[src/rtl/aesctr_pkg.sv]
package aesctr_pkg;

    localparam int MAX_BLOCKS   = 64;
    localparam int CNT_W        = $clog2(MAX_BLOCKS + 1);
    localparam int IDX_W        = $clog2(MAX_BLOCKS);
    localparam int NUM_ROUNDS   = 10;
    localparam int RND_W        = 4;

    localparam logic CFG_KEY_HIGH = 1'b0;
    localparam logic CFG_KEY_LOW  = 1'b1;

    typedef struct packed {
        logic                  capture;
        logic                  start;
        logic                  round;
        logic                  emit;
        logic [RND_W-1:0]      rnd;
        logic [IDX_W-1:0]      index;
        logic                  last;
    } dp_cmd_t;

    localparam logic [7:0] SBOX [256] = '{
        8'h63,8'h7c,8'h77,8'h7b,8'hf2,8'h6b,8'h6f,8'hc5,8'h30,8'h01,8'h67,8'h2b,8'hfe,8'hd7,8'hab,8'h76,
        8'hca,8'h82,8'hc9,8'h7d,8'hfa,8'h59,8'h47,8'hf0,8'had,8'hd4,8'ha2,8'haf,8'h9c,8'ha4,8'h72,8'hc0,
        8'hb7,8'hfd,8'h93,8'h26,8'h36,8'h3f,8'hf7,8'hcc,8'h34,8'ha5,8'he5,8'hf1,8'h71,8'hd8,8'h31,8'h15,
        8'h04,8'hc7,8'h23,8'hc3,8'h18,8'h96,8'h05,8'h9a,8'h07,8'h12,8'h80,8'he2,8'heb,8'h27,8'hb2,8'h75,
        8'h09,8'h83,8'h2c,8'h1a,8'h1b,8'h6e,8'h5a,8'ha0,8'h52,8'h3b,8'hd6,8'hb3,8'h29,8'he3,8'h2f,8'h84,
        8'h53,8'hd1,8'h00,8'hed,8'h20,8'hfc,8'hb1,8'h5b,8'h6a,8'hcb,8'hbe,8'h39,8'h4a,8'h4c,8'h58,8'hcf,
        8'hd0,8'hef,8'haa,8'hfb,8'h43,8'h4d,8'h33,8'h85,8'h45,8'hf9,8'h02,8'h7f,8'h50,8'h3c,8'h9f,8'ha8,
        8'h51,8'ha3,8'h40,8'h8f,8'h92,8'h9d,8'h38,8'hf5,8'hbc,8'hb6,8'hda,8'h21,8'h10,8'hff,8'hf3,8'hd2,
        8'hcd,8'h0c,8'h13,8'hec,8'h5f,8'h97,8'h44,8'h17,8'hc4,8'ha7,8'h7e,8'h3d,8'h64,8'h5d,8'h19,8'h73,
        8'h60,8'h81,8'h4f,8'hdc,8'h22,8'h2a,8'h90,8'h88,8'h46,8'hee,8'hb8,8'h14,8'hde,8'h5e,8'h0b,8'hdb,
        8'he0,8'h32,8'h3a,8'h0a,8'h49,8'h06,8'h24,8'h5c,8'hc2,8'hd3,8'hac,8'h62,8'h91,8'h95,8'he4,8'h79,
        8'he7,8'hc8,8'h37,8'h6d,8'h8d,8'hd5,8'h4e,8'ha9,8'h6c,8'h56,8'hf4,8'hea,8'h65,8'h7a,8'hae,8'h08,
        8'hba,8'h78,8'h25,8'h2e,8'h1c,8'ha6,8'hb4,8'hc6,8'he8,8'hdd,8'h74,8'h1f,8'h4b,8'hbd,8'h8b,8'h8a,
        8'h70,8'h3e,8'hb5,8'h66,8'h48,8'h03,8'hf6,8'h0e,8'h61,8'h35,8'h57,8'hb9,8'h86,8'hc1,8'h1d,8'h9e,
        8'he1,8'hf8,8'h98,8'h11,8'h69,8'hd9,8'h8e,8'h94,8'h9b,8'h1e,8'h87,8'he9,8'hce,8'h55,8'h28,8'hdf,
        8'h8c,8'ha1,8'h89,8'h0d,8'hbf,8'he6,8'h42,8'h68,8'h41,8'h99,8'h2d,8'h0f,8'hb0,8'h54,8'hbb,8'h16
    };

    function automatic logic [7:0] rcon(input logic [RND_W-1:0] r);
        logic [7:0] v;
        case (r)
            4'd1:    v = 8'h01;
            4'd2:    v = 8'h02;
            4'd3:    v = 8'h04;
            4'd4:    v = 8'h08;
            4'd5:    v = 8'h10;
            4'd6:    v = 8'h20;
            4'd7:    v = 8'h40;
            4'd8:    v = 8'h80;
            4'd9:    v = 8'h1b;
            4'd10:   v = 8'h36;
            default: v = 8'h00;
        endcase
        return v;
    endfunction

    function automatic logic [7:0] xtime(input logic [7:0] a);
        return {a[6:0], 1'b0} ^ (a[7] ? 8'h1b : 8'h00);
    endfunction

    // byte i of the block sits at bits [127-8i -: 8]
    function automatic logic [127:0] sub_shift(input logic [127:0] s);
        logic [127:0] t;
        for (int c = 0; c < 4; c++)
            for (int r = 0; r < 4; r++)
                t[127 - 8*(r + 4*c) -: 8] = SBOX[s[127 - 8*(r + 4*((c + r) % 4)) -: 8]];
        return t;
    endfunction

    function automatic logic [127:0] mix_columns(input logic [127:0] s);
        logic [127:0] t;
        logic [7:0]   a0, a1, a2, a3, all;
        for (int c = 0; c < 4; c++)
        begin
            a0  = s[127 - 32*c -: 8];
            a1  = s[119 - 32*c -: 8];
            a2  = s[111 - 32*c -: 8];
            a3  = s[103 - 32*c -: 8];
            all = a0 ^ a1 ^ a2 ^ a3;
            t[127 - 32*c -: 8] = a0 ^ all ^ xtime(a0 ^ a1);
            t[119 - 32*c -: 8] = a1 ^ all ^ xtime(a1 ^ a2);
            t[111 - 32*c -: 8] = a2 ^ all ^ xtime(a2 ^ a3);
            t[103 - 32*c -: 8] = a3 ^ all ^ xtime(a3 ^ a0);
        end
        return t;
    endfunction

    function automatic logic [127:0] key_step(input logic [127:0] k, input logic [7:0] rc);
        logic [31:0]  w0, w1, w2, w3, t;
        w0 = k[127:96];
        w1 = k[95:64];
        w2 = k[63:32];
        w3 = k[31:0];
        t  = {SBOX[w3[23:16]] ^ rc, SBOX[w3[15:8]], SBOX[w3[7:0]], SBOX[w3[31:24]]};
        w0 = w0 ^ t;
        w1 = w1 ^ w0;
        w2 = w2 ^ w1;
        w3 = w3 ^ w2;
        return {w0, w1, w2, w3};
    endfunction

endpackage

[src/rtl/aesctr_ctrl.sv]
module aesctr_ctrl
(
    input  logic                      clk,
    input  logic                      rst_n,
    input  logic                      in_valid,
    output logic                      in_ready,
    input  logic [6:0]                block_count,
    output logic                      out_valid,
    input  logic                      out_ready,
    output aesctr_pkg::dp_cmd_t       cmd
);

    typedef enum logic [2:0]
    {
        ST_IDLE  = 3'b001,
        ST_LOAD  = 3'b010,
        ST_ROUND = 3'b100
    } state_t;

    state_t                              state_reg, state_next;
    logic [aesctr_pkg::CNT_W-1:0]        remain_reg, remain_next;
    logic [aesctr_pkg::IDX_W-1:0]        index_reg, index_next;
    logic [aesctr_pkg::RND_W-1:0]        rnd_reg, rnd_next;
    logic                                out_valid_reg, out_valid_next;
    logic [aesctr_pkg::CNT_W-1:0]        count_sat;
    logic                                out_free;

    always_comb
    begin
        if (block_count > 7'(aesctr_pkg::MAX_BLOCKS))
            count_sat = aesctr_pkg::CNT_W'(aesctr_pkg::MAX_BLOCKS);
        else
            count_sat = aesctr_pkg::CNT_W'(block_count);
    end

    assign out_free  = !out_valid_reg || out_ready;
    assign in_ready  = (state_reg == ST_IDLE);
    assign out_valid = out_valid_reg;

    always_comb
    begin
        state_next     = state_reg;
        remain_next    = remain_reg;
        index_next     = index_reg;
        rnd_next       = rnd_reg;
        out_valid_next = out_valid_reg && !out_ready;
        cmd            = '0;
        cmd.rnd        = rnd_reg;
        cmd.index      = index_reg;
        cmd.last       = (remain_reg == aesctr_pkg::CNT_W'(1));
        case (state_reg)
            ST_IDLE:
            begin
                if (in_valid)
                begin
                    cmd.capture = 1'b1;
                    remain_next = count_sat;
                    index_next  = '0;
                    if (count_sat != '0)
                        state_next = ST_LOAD;
                end
            end
            ST_LOAD:
            begin
                cmd.start  = 1'b1;
                rnd_next   = aesctr_pkg::RND_W'(1);
                state_next = ST_ROUND;
            end
            ST_ROUND:
            begin
                if (rnd_reg != aesctr_pkg::RND_W'(aesctr_pkg::NUM_ROUNDS))
                begin
                    cmd.round = 1'b1;
                    rnd_next  = rnd_reg + 1'b1;
                end
                else if (out_free)
                begin
                    cmd.emit       = 1'b1;
                    out_valid_next = 1'b1;
                    remain_next    = remain_reg - 1'b1;
                    index_next     = index_reg + 1'b1;
                    state_next     = cmd.last ? ST_IDLE : ST_LOAD;
                end
            end
            default:
            begin
                state_next = ST_IDLE;
            end
        endcase
    end

    always_ff @(posedge clk or negedge rst_n)
    begin
        if (!rst_n)
        begin
            state_reg     <= ST_IDLE;
            remain_reg    <= '0;
            index_reg     <= '0;
            rnd_reg       <= '0;
            out_valid_reg <= 1'b0;
        end
        else
        begin
            state_reg     <= state_next;
            remain_reg    <= remain_next;
            index_reg     <= index_next;
            rnd_reg       <= rnd_next;
            out_valid_reg <= out_valid_next;
        end
    end

endmodule

[config.mk]
export PLATFORM = sky130hd
export DESIGN_NAME = aesctr_ctrl
export DESIGN_NICKNAME = d
export VERILOG_FILES = /design/src/rtl/aesctr_pkg.sv /design/src/rtl/aesctr_ctrl.sv
export SDC_FILE = /design/constraint.sdc
export NUM_CORES = 1
export LEC_CHECK = 0
export BUFFER_PORTS_ARGS = -buffer_cell sky130_fd_sc_hd__buf_2
export CORE_MARGIN = 2
export CORE_UTILIZATION = 46
export CTS_BUF_LIST = sky130_fd_sc_hd__clkbuf_8 sky130_fd_sc_hd__clkbuf_16
export CTS_CLUSTER_DIAMETER = 80
export DETAILED_ROUTE_END_ITERATION = 8
export HOLD_SLACK_MARGIN = 0.12
export PLACE_DENSITY = 0.71
export SLEW_MARGIN = 0
export SYNTH_ARGS = -nofsm -noshare
export SYNTH_HDL_FRONTEND = slang
export SYNTH_SLANG_ARGS = --single-unit
[constraint.sdc]
create_clock -name clk -period 1.9 [get_ports clk]
set_clock_uncertainty 0.15 [all_clocks]
set_input_delay 0.57 -clock clk [delete_from_list [all_inputs] [get_ports clk]]
set_output_delay 0.57 -clock clk [all_outputs]
set_load 0.05 [all_outputs]
Word-level counts from Yosys, hierarchy flattened --
Index checks and enable logic that the tools add are counted.
Operators by class: add/sub/neg operators 3, $mul 0, div/mod/pow operators 0, magnitude comparators 1, equal/unequal tests 10, shift operators 0, mux-type cells 27, bitwise gates (word level) 0, reduce and logical (&&, ||, !) cells 10
Operator list (count):
- 7-bit 2-to-1 mux | 4
- 6-bit 2-to-1 mux | 3
- 7-bit case mux with 2 select lines | 1
- 3-bit 2-to-1 mux | 4
- 6-bit case mux with 2 select lines | 1
- 1-bit 2-to-1 mux | 9
- 3-bit case mux with 3 select lines | 1
- 2-bit != test (second input constant) | 4
- 4-bit case mux with 2 select lines | 1
- 4-bit AND reduction | 2
- 7-bit by 1-bit equality test with 1-bit output (second input constant) | 1
- 7-bit > comparator (second input constant) | 1
- 7-bit nonzero test | 1
- 7-bit by 1-bit subtractor with 7-bit output (second input constant) | 1
- 6-bit by 1-bit adder with 6-bit output (second input constant) | 1
- 4-bit by 1-bit adder with 4-bit output (second input constant) | 1
- 2-bit 2-to-1 mux | 2
- 4-bit 2-to-1 mux | 1
- 4-bit != test (second input constant) | 1
- 2-bit nonzero test | 2
- 3-bit by 1-bit equality test with 1-bit output (second input constant) | 1
- 3-bit by 2-bit equality test with 1-bit output (second input constant) | 1
- 3-bit equality test (second input constant) | 1
- 1-bit zero test | 2
- 4 further kinds | 4
Storage, ports and cells: register bits after elaboration 21, latch bits 0, RAM bits 0, bits in read-only memories 0, output and inout bits 17, word-level logic and storage cells 56, memories kept 0

Longest topological paths before layout --
word-level depth 6, mapped depth 7, gate-level depth less buffers 7

Worst setup path after synthesis --
No wires, ideal clock.
path kind flip-flop to flip-flop, from register state_reg[0], to register state_reg[0], library setup time 0.103 ns, data arrival time 2.307 ns, data required time 1.647 ns, path slack -0.660 ns, stages on the path, launching flop included 5, buffers on the path 0, period minus slack after synthesis 2.560 ns, cell sequence dfstp_2 -> nor3b_1 -> a21boi_0 -> o2bb2ai_1 -> a211oi_1
Between the ends: word-level cells in the longest chain between the ends 3, elaborated cells on any way between the ends 9, classes of those cells eq/ne: 7; mux: 1; reduce/logical: 1
RTL lines:
- start: declaration | RTL line aesctr_ctrl.sv:20 | state_t state_reg, state_next;
- start signal: assignment | RTL line aesctr_ctrl.sv:104 | state_reg <= state_next;
- 3-bit by 1-bit equality test with 1-bit output *
- named net in_ready | RTL line aesctr_ctrl.sv:6 | output logic in_ready,
- 2-bit by 1-bit != test with 1-bit output (no line) / 2-bit != test (equally long branches)
- 4-bit AND reduction (no line)
Mark *: on every way through the listed nets, which the timed path passes. The rest lies on a longest branch. A chain may end at the register's enable or synchronous reset.

==> flow_summary.json <==
{
  "wire_per_inst_um": 18.4,
  "via_per_inst": 5.92,
  "post-route-drc-count": 0,
  "cellLeakagePower_nw": 0.961,
  "critPathMaxFanout": 4,
  "cts-hold-fix-buffers": 0,
  "synth.mux.area_fraction": 0.0182,
  "yosys.area_share.adder": 0.0505,
  "crit_path_max_incr_delay_ns": 0.42,
  "largest_register_ff_count": 7,
  "n_antenna_cell": 0,
  "tritoncts": "done",
  "timing.hold.worst.class": "input port to async pin",
  "cts-buffers-inserted": 3,
  "core_sq_um": 2520,
  "syn_inst": 129,
  "number_of_enable_type_register_cells_in_the_synthesized_netlist": 0,
  "hold_slack_ns": 0.100,
  "synth-seq-cells": 21,
  "share_of_the_synthesized_area_in_compound_gates_ao_oa_aoi_oai": 0.200,
  "most_common_cell_after_layout_fill_and_taps_aside": "sky130_fd_sc_hd__buf_4",
  "postSynth.topFlopCell": "sky130_fd_sc_hd__dfrtp_1",
  "first_pass_grt_wire_length_mm": 6.04,
  "worst-slew-pin-transition_ns": 0.496,
  "die-width_um": 55.9,
  "relSlewSlack": 0.670,
  "timing.final.hold_violations": 0,
  "final_antenna_net_count": 0,
  "drt-pass1-iter-count": 4,
  "maxSlewViolCount": 0,
  "setup_violations": 9,
  "post-route-worst-setup-slack_ns": -0.333,
  "power.total_mw": 2.83,
  "clk_root_buffer_cell": "sky130_fd_sc_hd__clkbuf_8",
  "drtIter0Drc": 57,
  "detailed_place_hpwl_mm": 2.36,
  "ys_types": 48,
  "crit_chain": "inv_2, ha_4, nand3b_1, nor3_4, buf_6",
  "ys_async_sr_fraction": 1.00,
  "gr-usage-all-layers": 0.248,
  "vdd_ir_drop_max_uv": 1290,
  "start_util": 0.491,
  "cts_htree_levels": 1,
  "drt-total-wl_mm": 4.35,
  "inst_count_dp": 210,
  "grt_antenna_before_repair": 0,
  "yosys.area_share.simple": 0.253,
  "globalplace.congestion": 0.899,
  "rows": 18,
  "insertion_delay_ns": 0.27,
  "floorplan.die_area_sq_um": 3120,
  "failed_checks": "negative setup slack",
  "syn_to_final_growth_pct": 63.4,
  "top_level_ports": 28,
  "ys_warn_count": 0,
  "synth_sequential_area_ratio": 0.425,
  "overall_die_height_um": 55.9,
  "syn-cell-area_sq_um": 1240,
  "cts_num_sinks": 21,
  "critical-path-slowest-cell": "sky130_fd_sc_hd__dfrtp_2",
  "grt_overflow": 0,
  "final_cell_count_no_fill": 236,
  "postSynthAreaPerCell_sq_um": 9.60,
  "setup_tns_ns": -1.54,
  "cts_buffer_depth": 2,
  "crit_path_start_kind": "register",
  "critPathKind": "register to output port",
  "run_status": "complete, but fails checks",
  "fmax_mhz": 448,
  "critPathRequiredTime_ns": 1.18,
  "worstSetupEndpointType": "output port",
  "finalWorstPathRequiredPeriod_ns": 2.23,
  "final_core_utilization": 0.803,
  "worstPathArrival_ns": 1.51,
  "finish.net_count": 223,
  "power.density_cell_area_nw_per_um2": 1400,
  "cap_viol_max_count": 0,
  "port_buffers": 27,
  "most_used_cells_in_the_layout_excluding_fill_and_tap_cells": "sky130_fd_sc_hd__buf_4, sky130_fd_sc_hd__buf_2, sky130_fd_sc_hd__dfrtp_1",
  "route.vias.total": 1396,
  "rsz0062_at_grt": "true",
  "postSynthNetCount": 145,
  "synth_top_family_by_area": "simple AND/OR/NAND/NOR gates",
  "cts.reportedPaths.clkPinSlew_ns": 0.09,
  "synth-xor-area-share": 0.0141,
  "grt_pass1_vias": 1350,
  "final_layout_size_suffix_gt1_frac": 0.549,
  "final_min_period_over_clock_period": 1.18,
  "grt_max_degree": 22
}
[path summary, 6_finish.rpt]
path	from	depth (start not counted)	to	slack (ns)
hold reg to reg	index_reg[5]$_DFFE_PN0P_	2	index_reg[5]$_DFFE_PN0P_	0.41
setup reg to reg	state_reg[0]$_DFFE_PN1P_	8	remain_reg[0]$_DFFE_PN0P_	-0.07
setup / recovery	rnd_reg[0]$_DFFE_PN0P_	5	cmd[11]	-0.33
max in group asynchronous	rst_n	1	rnd_reg[2]$_DFFE_PN0P_	1.13
hold / removal	rst_n	1	remain_reg[6]$_DFFE_PN0P_	0.10
min in group clk	block_count[5]	3	remain_reg[5]$_DFFE_PN0P_	0.41
[layer usage]
layer / vias up / track usage / routed length [um]
met1: 688 / 0.279 / 1760
met3: 17 / 0.0209 / 180
li1: 635 / - / -
met2: 56 / 0.446 / 2230
met5: - / 0 / 0
met4: 0 / 0.160 / 176
[cells by family (layout without fill, tap and decap cells)]
logic type                 count (synthesis)  after routing
AOI/OAI and AO/OA                         36             37
xor gates and xnor gates                   2              2
adders and majority gates                  5              5
buffers and inverters                     12             88
DFF                                       21             21
muxes                                      2              2
and+or+nand+nor                           51             51
[per-stage QoR]
step / area (sq um) / setup WS, ns
CTS: 1870 / -0.297
floorplan: 1270 / -0.300
finish: 2020 / -0.333
global placement: 1620 / -0.0813
global route: 2020 / -0.394
detailed placement: 1620 / -0.114
[cells in the mapped netlist, drive strengths merged, types with 2 or more instances]
master	instances	area share
a21oi	10	0.040
a31oi	2	0.022
and3	2	0.010
and3b	2	0.014
dfrtp	20	0.40
ha	5	0.051
inv	10	0.030
mux2	2	0.018
nand2	4	0.012
nand3	6	0.024
nand4	2	0.010
nor2	10	0.030
nor3	7	0.032
nor3b	2	0.021
nor4	2	0.010
o21ai	10	0.040
or2b	2	0.012
or3	4	0.020
or3b	2	0.014
xor2	2	0.014
[worst max-delay path: cells and delay by family (launching register included)]
kind	cells	cell delay [ns]
simple gates	2	0.45
flops	1	0.42
buf+inv	2	0.25
fa+ha+maj	1	0.12
[final cells by class]
cell class,instances,area (sq um)
multi-input cells,97,786
repair buffers,74,579
flip-flops and latches,21,532
fillers,151,498
inverters,10,43.8
clock buffers,3,41.3
well taps,30,37.5
clock inverters,1,5.00
[power by group]
part           leakage [nW]  total, mW  internal, mW  switching (mW)
Clock                0.0255      0.317         0.147           0.170
Combinational         0.669       1.82         0.901           0.918
Sequential            0.266      0.693         0.587           0.106
Total                 0.961       2.83          1.64            1.19
[repair_timing]
action	CTS	global route
setup endpoints to repair	7	18
pin swaps	7	12
gates resized for setup	28	26
cloned	0	1
setup buffers	14	9
Power figures use the tool's default switching activity.
